`config.mk`:
```
export PLATFORM = sky130hd
export DESIGN_NAME = indexed_list_insert_remove_unit_flat
export DESIGN_NICKNAME = d
export VERILOG_FILES = /design/src/hdl/ilist_pkg.sv /design/src/hdl/ilist_stream_if.sv /design/src/hdl/indexed_list_insert_remove_unit.sv /design/src/flat_wrapper.sv
export SDC_FILE = /design/constraint.sdc
export NUM_CORES = 1
export LEC_CHECK = 0
export ABC_CLOCK_PERIOD_IN_PS = 9490
export BUFFER_PORTS_ARGS = -buffer_cell sky130_fd_sc_hd__buf_4
export CORE_ASPECT_RATIO = 0.7
export CORE_MARGIN = 2
export CORE_UTILIZATION = 30
export DETAILED_ROUTE_END_ITERATION = 6
export GPL_TIMING_DRIVEN = 0
export PLACE_DENSITY = 0.42
export REMOVE_ABC_BUFFERS = 1
export SKIP_CTS_REPAIR_TIMING = 1
export SYNTH_ARGS = -nofsm -noshare
export SYNTH_HDL_FRONTEND = slang
export SYNTH_SLANG_ARGS = --single-unit
```
`constraint.sdc`:
```
create_clock -name clk -period 9.49 [get_ports clk]
set_input_delay 1.898 -clock clk [delete_from_list [all_inputs] [get_ports clk]]
set_output_delay 1.898 -clock clk [all_outputs]
set_load 0.005 [all_outputs]
```
`src/hdl/ilist_pkg.sv`:
```
// ----------------------------------------------------------------------------
// ilist_pkg: shared types and codes for the indexed list unit
// Operation and status codes plus the request and response payload structs.
// ----------------------------------------------------------------------------
package ilist_pkg;

  localparam int OP_W    = 3;
  localparam int IDX_W   = 5;
  localparam int VAL_W   = 32;
  localparam int STAT_W  = 2;
  localparam int POS_W   = 4;
  localparam int CNT_W   = 5;

  localparam logic [OP_W-1:0] OP_INSERT    = 3'd0;
  localparam logic [OP_W-1:0] OP_READ      = 3'd1;
  localparam logic [OP_W-1:0] OP_OVERWRITE = 3'd2;
  localparam logic [OP_W-1:0] OP_REMOVE    = 3'd3;
  localparam logic [OP_W-1:0] OP_FIND      = 3'd4;
  localparam logic [OP_W-1:0] OP_REMOVE_V  = 3'd5;

  localparam logic [STAT_W-1:0] ST_OK        = 2'd0;
  localparam logic [STAT_W-1:0] ST_BAD_INDEX = 2'd1;
  localparam logic [STAT_W-1:0] ST_FULL      = 2'd2;
  localparam logic [STAT_W-1:0] ST_NOT_FOUND = 2'd3;

  typedef struct packed {
    logic [OP_W-1:0]  operation;
    logic [IDX_W-1:0] index;
    logic [VAL_W-1:0] value;
  } req_t;

  typedef struct packed {
    logic [STAT_W-1:0] status;
    logic [VAL_W-1:0]  data;
    logic [POS_W-1:0]  position;
    logic              found;
    logic [CNT_W-1:0]  count;
    logic              empty_res;
    logic              full_res;
  } rsp_t;

endpackage

```
`src/hdl/ilist_stream_if.sv`:
```
// ----------------------------------------------------------------------------
// ilist_stream_if: valid/ready stream channel
// Carries one payload of type T; a transfer happens when valid and ready are high.
// ----------------------------------------------------------------------------
interface ilist_stream_if #(
  parameter type T = logic
);
  logic valid;
  logic ready;
  T     data;

  modport source (output valid, output data, input ready);
  modport sink   (input valid, input data, output ready);
endinterface

```
`src/hdl/indexed_list_insert_remove_unit.sv`:
```
// ----------------------------------------------------------------------------
// indexed_list_insert_remove_unit: fixed-capacity ordered list store
// Each request passes through execute, then an optional read, shift walk or
// search walk over the entry RAM, then done; overwrite and any bad index, full
// or empty-search case go from execute straight to done. Insert shifts entries
// up from the top, remove shifts them down, and find walks from entry 0.
// Done holds until the output register is free. Ready returns as the response
// loads, so a new request waits for the last response. Reset clears the count and control; entries hold.
// ----------------------------------------------------------------------------
module indexed_list_insert_remove_unit #(
  parameter int DEPTH = 16,
  parameter int WIDTH = 32
) (
  input  logic                  clk,
  input  logic                  rst,
  ilist_stream_if.sink          req,
  ilist_stream_if.source        rsp
);
  import ilist_pkg::*;

  localparam int AW   = (DEPTH > 1) ? $clog2(DEPTH) : 1;
  localparam int CW   = $clog2(DEPTH + 1);
  localparam int CMPW = (CW > IDX_W) ? CW : IDX_W;

  typedef enum logic [6:0] {
    S_IDLE = 7'b0000001,
    S_EXEC = 7'b0000010,
    S_RD   = 7'b0000100,
    S_UP   = 7'b0001000,
    S_DOWN = 7'b0010000,
    S_SRCH = 7'b0100000,
    S_DONE = 7'b1000000
  } state_t;

  state_t state, state_next;

  logic [WIDTH-1:0] mem [DEPTH];
  logic [WIDTH-1:0] rd_data;
  logic             rd_en, wr_en;
  logic [AW-1:0]    rd_addr, wr_addr;
  logic [WIDTH-1:0] wr_data;

  logic [OP_W-1:0]   op;
  logic [CMPW-1:0]   idx;
  logic [WIDTH-1:0]  val;
  logic [CW-1:0]     count, count_next;
  logic [CW-1:0]     ptr, ptr_next;
  logic [STAT_W-1:0] res_status, res_status_next;
  logic [WIDTH-1:0]  res_data, res_data_next;
  logic [POS_W-1:0]  res_pos, res_pos_next;
  logic              res_found, res_found_next;

  logic          accept, out_load;
  logic [CW-1:0] walk_base, walk_step, ptr_dec, ptr_dec2, count_dec;
  logic          walk_more, match, idx_gt, idx_ge;

  assign req.ready = (state == S_IDLE);
  assign accept    = req.valid && req.ready;

  // shared walk unit: one incrementer, the pointer and count decrementers and the compares
  assign walk_base = (state == S_RD) ? CW'(idx) : ptr;
  assign walk_step = CW'(walk_base + 1'b1);
  assign walk_more = (walk_step < count);
  assign ptr_dec   = CW'(ptr - 1'b1);
  assign ptr_dec2  = CW'(ptr - 2'd2);
  assign count_dec = CW'(count - 1'b1);
  assign match     = (rd_data == val);
  assign idx_gt    = (idx > CMPW'(count));
  assign idx_ge    = (idx >= CMPW'(count));

  always_comb begin
    state_next      = state;
    rd_en           = 1'b0;
    rd_addr         = '0;
    wr_en           = 1'b0;
    wr_addr         = '0;
    wr_data         = rd_data;
    ptr_next        = ptr;
    count_next      = count;
    res_status_next = res_status;
    res_data_next   = res_data;
    res_pos_next    = res_pos;
    res_found_next  = res_found;
    out_load        = 1'b0;
    unique case (state)
      S_IDLE: begin
        if (accept) begin
          res_status_next = ST_OK;
          res_data_next   = '0;
          res_pos_next    = '0;
          res_found_next  = 1'b0;
          state_next      = S_EXEC;
        end
      end
      S_EXEC: begin
        state_next = S_DONE;
        unique case (op)
          OP_INSERT: begin
            if (idx_gt) begin
              res_status_next = ST_BAD_INDEX;
            end else if (count == CW'(DEPTH)) begin
              res_status_next = ST_FULL;
            end else begin
              ptr_next   = count;
              state_next = S_UP;
              if (CMPW'(count) != idx) begin
                rd_en   = 1'b1;
                rd_addr = count_dec[AW-1:0];
              end
            end
          end
          OP_READ, OP_REMOVE: begin
            if (idx_ge) begin
              res_status_next = ST_BAD_INDEX;
            end else begin
              rd_en      = 1'b1;
              rd_addr    = idx[AW-1:0];
              state_next = S_RD;
            end
          end
          OP_OVERWRITE: begin
            if (idx_ge) begin
              res_status_next = ST_BAD_INDEX;
            end else begin
              wr_en   = 1'b1;
              wr_addr = idx[AW-1:0];
              wr_data = val;
            end
          end
          OP_FIND, OP_REMOVE_V: begin
            if (count == '0) begin
              res_status_next = ST_NOT_FOUND;
            end else begin
              rd_en      = 1'b1;
              rd_addr    = '0;
              ptr_next   = '0;
              state_next = S_SRCH;
            end
          end
          default: begin
            // unused codes change nothing
          end
        endcase
      end
      S_RD: begin
        res_data_next = rd_data;
        if (op == OP_REMOVE) begin
          if (walk_more) begin
            rd_en      = 1'b1;
            rd_addr    = walk_step[AW-1:0];
            ptr_next   = walk_step;
            state_next = S_DOWN;
          end else begin
            count_next = CW'(count - 1'b1);
            state_next = S_DONE;
          end
        end else begin
          state_next = S_DONE;
        end
      end
      S_UP: begin
        wr_en   = 1'b1;
        wr_addr = ptr[AW-1:0];
        if (CMPW'(ptr) == idx) begin
          wr_data    = val;
          count_next = CW'(count + 1'b1);
          state_next = S_DONE;
        end else begin
          // rd_data holds the entry just below ptr; fetch the next one down
          ptr_next = ptr_dec;
          if (CMPW'(ptr_dec) != idx) begin
            rd_en   = 1'b1;
            rd_addr = ptr_dec2[AW-1:0];
          end
        end
      end
      S_DOWN: begin
        wr_en   = 1'b1;
        wr_addr = ptr_dec[AW-1:0];
        if (walk_more) begin
          rd_en    = 1'b1;
          rd_addr  = walk_step[AW-1:0];
          ptr_next = walk_step;
        end else begin
          count_next = CW'(count - 1'b1);
          state_next = S_DONE;
        end
      end
      S_SRCH: begin
        if (match) begin
          res_found_next = 1'b1;
          res_pos_next   = POS_W'(ptr);
          if (op == OP_REMOVE_V) begin
            res_data_next = val;
            if (walk_more) begin
              rd_en      = 1'b1;
              rd_addr    = walk_step[AW-1:0];
              ptr_next   = walk_step;
              state_next = S_DOWN;
            end else begin
              count_next = CW'(count - 1'b1);
              state_next = S_DONE;
            end
          end else begin
            state_next = S_DONE;
          end
        end else if (walk_more) begin
          rd_en    = 1'b1;
          rd_addr  = walk_step[AW-1:0];
          ptr_next = walk_step;
        end else begin
          res_status_next = ST_NOT_FOUND;
          state_next      = S_DONE;
        end
      end
      S_DONE: begin
        // hold until the output register is free
        if (!rsp.valid || rsp.ready) begin
          out_load   = 1'b1;
          state_next = S_IDLE;
        end
      end
      default: begin
        state_next = S_IDLE;
      end
    endcase
  end

  // entry RAM: one write, one registered read per cycle
  always_ff @(posedge clk) begin
    if (wr_en) begin
      mem[wr_addr] <= wr_data;
    end
    if (rd_en) begin
      rd_data <= mem[rd_addr];
    end
  end

  always_ff @(posedge clk) begin
    if (rst) begin
      state     <= S_IDLE;
      count     <= '0;
      rsp.valid <= 1'b0;
    end else begin
      state <= state_next;
      count <= count_next;
      if (out_load) begin
        rsp.valid <= 1'b1;
      end else if (rsp.ready) begin
        rsp.valid <= 1'b0;
      end
    end
  end

  always_ff @(posedge clk) begin
    if (accept) begin
      op  <= req.data.operation;
      idx <= CMPW'(req.data.index);
      val <= WIDTH'(req.data.value);
    end
    ptr        <= ptr_next;
    res_status <= res_status_next;
    res_data   <= res_data_next;
    res_pos    <= res_pos_next;
    res_found  <= res_found_next;
    if (out_load) begin
      rsp.data.status    <= res_status;
      rsp.data.data      <= VAL_W'(res_data);
      rsp.data.position  <= res_pos;
      rsp.data.found     <= res_found;
      rsp.data.count     <= CNT_W'(count);
      rsp.data.empty_res <= (count == '0);
      rsp.data.full_res  <= (count == CW'(DEPTH));
    end
  end

  a_count_range: assert property (@(posedge clk) disable iff (rst)
    count <= CW'(DEPTH))
    else $error("element count above capacity");

  a_count_step: assert property (@(posedge clk) disable iff (rst)
    (!$past(rst) && count != $past(count)) |->
      (count == CW'($past(count) + 1'b1) || count == CW'($past(count) - 1'b1)))
    else $error("element count moved by more than one");

  a_full_status: assert property (@(posedge clk) disable iff (rst)
    (rsp.valid && rsp.data.status == ST_FULL) |-> rsp.data.full_res)
    else $error("full status reported on a store that is not full");

  a_found_ok: assert property (@(posedge clk) disable iff (rst)
    (rsp.valid && rsp.data.found) |-> (rsp.data.status == ST_OK))
    else $error("found flag set on a failed operation");

endmodule

```
`src/flat_wrapper.sv`:
```
// flat-port wrapper written by rule: the top's interface ports become plain ports
module indexed_list_insert_remove_unit_flat import ilist_pkg::*;
#(
  parameter int DEPTH = 16,
  parameter int WIDTH = 32
)
  (clk, rst, req_valid, req_data, req_ready, rsp_valid, rsp_data, rsp_ready);
  ilist_stream_if #(.T(req_t)) req_i ();
  ilist_stream_if #(.T(rsp_t)) rsp_i ();
  input  logic clk;
  input  logic rst;
  input wire logic [$bits(req_i.valid)-1:0] req_valid;
  input wire logic [$bits(req_i.data)-1:0] req_data;
  output wire logic [$bits(req_i.ready)-1:0] req_ready;
  output wire logic [$bits(rsp_i.valid)-1:0] rsp_valid;
  output wire logic [$bits(rsp_i.data)-1:0] rsp_data;
  input wire logic [$bits(rsp_i.ready)-1:0] rsp_ready;
  assign req_i.valid = req_valid;
  assign req_i.data = req_data;
  assign req_ready = req_i.ready;
  assign rsp_valid = rsp_i.valid;
  assign rsp_data = rsp_i.data;
  assign rsp_i.ready = rsp_ready;
  indexed_list_insert_remove_unit #(.DEPTH(DEPTH), .WIDTH(WIDTH)) u_core (.clk(clk), .rst(rst), .req(req_i), .rsp(rsp_i));
endmodule
```
==> impl_results.md <==
- PD cells: 192 nW/µm²
- Worst Min Path Start: u_core.res_data[29]
- Post-synth EDFFs: 674
- Asr flop ratio synth: 0
- RSZ-0062 raised after global routing: false
- Initial antenna violation count: 2
- Worst-Skew Late Latency: 0.64 ns
- Minimum clock period: 7.52 ns
- Top-Level Pins: 92
- Core ar.: 92200 µm²
- Hold path depth: 0
- GR Overflow Total: 0
- Post-synthesis cell area: 27900 µm²
- Synth warn: 0
- Mapped Cells: 1905
- Share of post-route cells with drive strength above 1: 0.154
- Die Ht: 259 µm
- Initial Utilization: 0.303
- CTS root buffer: clkbuf_16
- Rel. slew slack: 0.0639
- CP arrival: 7.89 ns
- Vias per cell: 5.06
- CTS tree: done
- Worst EP required: 9.87 ns
- WHS Endpoint: u_core.rsp.data[41]
- Drt initial violations: 1681
- Post-placement cell area: 30900 µm²
- Yosys top cell area share: 0.725
- Post-route DRC violation count: 0
- Leakage power: 0.0115 µW
- Final Cell Area: 33400 µm²
- Post-synthesis sequential area ratio: 0.734
- Synth cell types: 69
- Average cell area after synthesis: 14.7 µm²
- FILL cells: 8811
- Longest Clk Path Bufs: 3
- Fin nets: 2094
- Commonest non-fill, non-tap cell in the layout: edfxtp_1
- DR WL/cell: 25.1 µm
- FF/Latch Area: 20500 µm²
- Routed via count: 16.8k
- Synth Register Bits: 687
- Reg-to-reg slack, setup: 1.97 ns
- Remaining antenna violation count: 0
- Total CTS buffers: 74
- Fin. max-slew vios: 0
- Vias in the first global route: 16.3k
- Setup tns final: 0 ns
- Total GRT Usage: 0.173
- Worst-path maximum fanout: 24
- Peak VDD IR: 0.109 mV
- R2R cell count: 27
- GP Congestion: 0.816
- Drt first pass iters: 6
- Reg2reg end: u_core.rd_data[1]
- Post-Route Skew: 0.0293 ns
- Final wirelength: 83.4 mm
- Commonest non-fill, non-tap cells in the layout: edfxtp_1, nand2_1, mux2i_1
- Synth-to-Final Area Change: 19.4%
- First-pass GRT wire length: 118 mm
- Setup violators final: 0
- Row Count: 93
- RR Startpoint: u_core.state[6]
- Final Cycle Share: 0.792
- N_diodes: 0
- Die width: 369 µm
- H-tree levels: 3
- Worst Hold Class: reg -> reg
- Ranking of synthesized cells by area: edfxtp_1, mux2i_1, nand2_1
- Startpoint types: flop
- Reg clk slew, reported paths: 0.06 ns
- Status: completed
- Die area: 95600 µm²
- Primary FF master, synth: edfxtp_1
- Fin. Hold Viols: 0
- Multi-input logic area: 7080 µm²
- Crit end category: flop
- Area leader, netlist: edfxtp_1
- HPWL after DPL: 53.5 mm
- PortBufs: 91
- Max_cap viols: 0
- Total power: 6410 µW
- Setup CP Type: reg -> reg
- Fmax: 0.133 GHz
- Slew @ Worst Pin: 1.40 ns
- Largest net degree at the start of global routing: 67
- # clock sinks: 687
-- registers in the layout (all words and copies together) (netlist names) --
name,cells
u_core.rsp.valid,1
u_core.ptr,5
u_core.mem,512
u_core.op,3
u_core.rd_data,32
u_core.res_data,32
u_core.res_status,2
u_core.res_pos,4
u_core.val,32
u_core.count,5
u_core.res_found,1
u_core.rsp.data,46
u_core.state,7
u_core.idx,5
-- cells by family (layout without fill, tap and decap cells) --
group                      Yosys count  count (layout)  share of synthesized area
DFF                                687             687                      0.734
muxes                              128             128                     0.0459
adders and majority gates           15              15                    0.00672
buffers and inverters              123             310                     0.0201
xor gates and xnor gates            55              55                     0.0172
AOI/OAI and AO/OA                  336             336                     0.0892
and+or+nand+nor                    561             561                     0.0868
-- synth_stat cells (17+ instances only) --
master      n
o221ai_1   21
buf_2      32
a21oi_1    98
nand2_1   325
xor2_1     42
o21ai_0    17
nand3_1    68
clkbuf_1   55
a22o_1     45
nor2_1     91
edfxtp_1  674
o22ai_1    48
mux2i_1   128
-- area by class of cell --
class,instances,area share
tap,1235,0.0463
sequential,687,0.615
clock inverter,41,0.0137
multi-input combinational,1095,0.212
inverter,16,0.00180
timing repair buffer,161,0.0527
clock buffer,92,0.0585
-- worst max path at each step --
| stage | start | to | cells past startpoint |
|---|---|---|---|
| floorplan | u_core.state[6] | u_core.rd_data[11] | 18 |
| global placement | u_core.state[6] | u_core.rd_data[20] | 12 |
| detailed placement | u_core.state[6] | u_core.rd_data[1] | 27 |
| CTS | u_core.state[6] | u_core.rd_data[1] | 27 |
| global route | u_core.state[6] | u_core.rd_data[1] | 27 |
| finish | u_core.state[6] | u_core.rd_data[1] | 27 |
-- worst max-delay path, stage by stage, from the launching register on --
cell and delay (ns):
dfxtp_1 0.41, nor4_4 0.60, and2_2 0.76, buf_12 0.27
nand2_1 0.07, o21ai_0 0.09, ha_1 0.20, nor2b_1 0.19
nand2_1 0.08, xor2_1 0.16, o21ai_0 0.26, ha_1 0.31
a21oi_1 0.25, o211a_1 0.22, nand3_1 0.11, o211ai_1 0.78
buf_6 0.25, buf_4 0.18, buf_6 0.17, buf_4 0.18
buf_4 0.18, buf_6 0.16, buf_4 0.21, buf_4 0.22
buf_4 0.22, mux2i_1 0.21, o22ai_1 0.10, o32a_1 0.38
-- metrics by stage --
step                instances  utilization  setup WS [ns]  hold WS (ns)
floorplan                1798            -          -5.04         0.400
global placement         3124        0.322         -16.55         0.406
detailed placement       3193        0.336           2.02         0.406
CTS                      3326        0.362           1.98         0.413
global route             3327        0.362           1.50         0.426
finish                   3327        0.362           1.97         0.409
-- power by group --
group	leakage (µW)	internal, µW	switching (µW)
sequential	0.00624	3330	31.2
clock	0.00116	1690	1220
combinational	0.00414	51.6	89.4
total	0.0115	5070	1340
-- per-layer routing --
metal / GRT usage / vias up / wire length [µm]
met2: 0.251 / 575 / 35000
met1: 0.263 / 8567 / 41600
met3: 0.0355 / 117 / 5100
li1: - / 7568 / -
met5: 0 / - / 0
met4: 0.0415 / 0 / 1770
(Power assumes the default switching activity.)
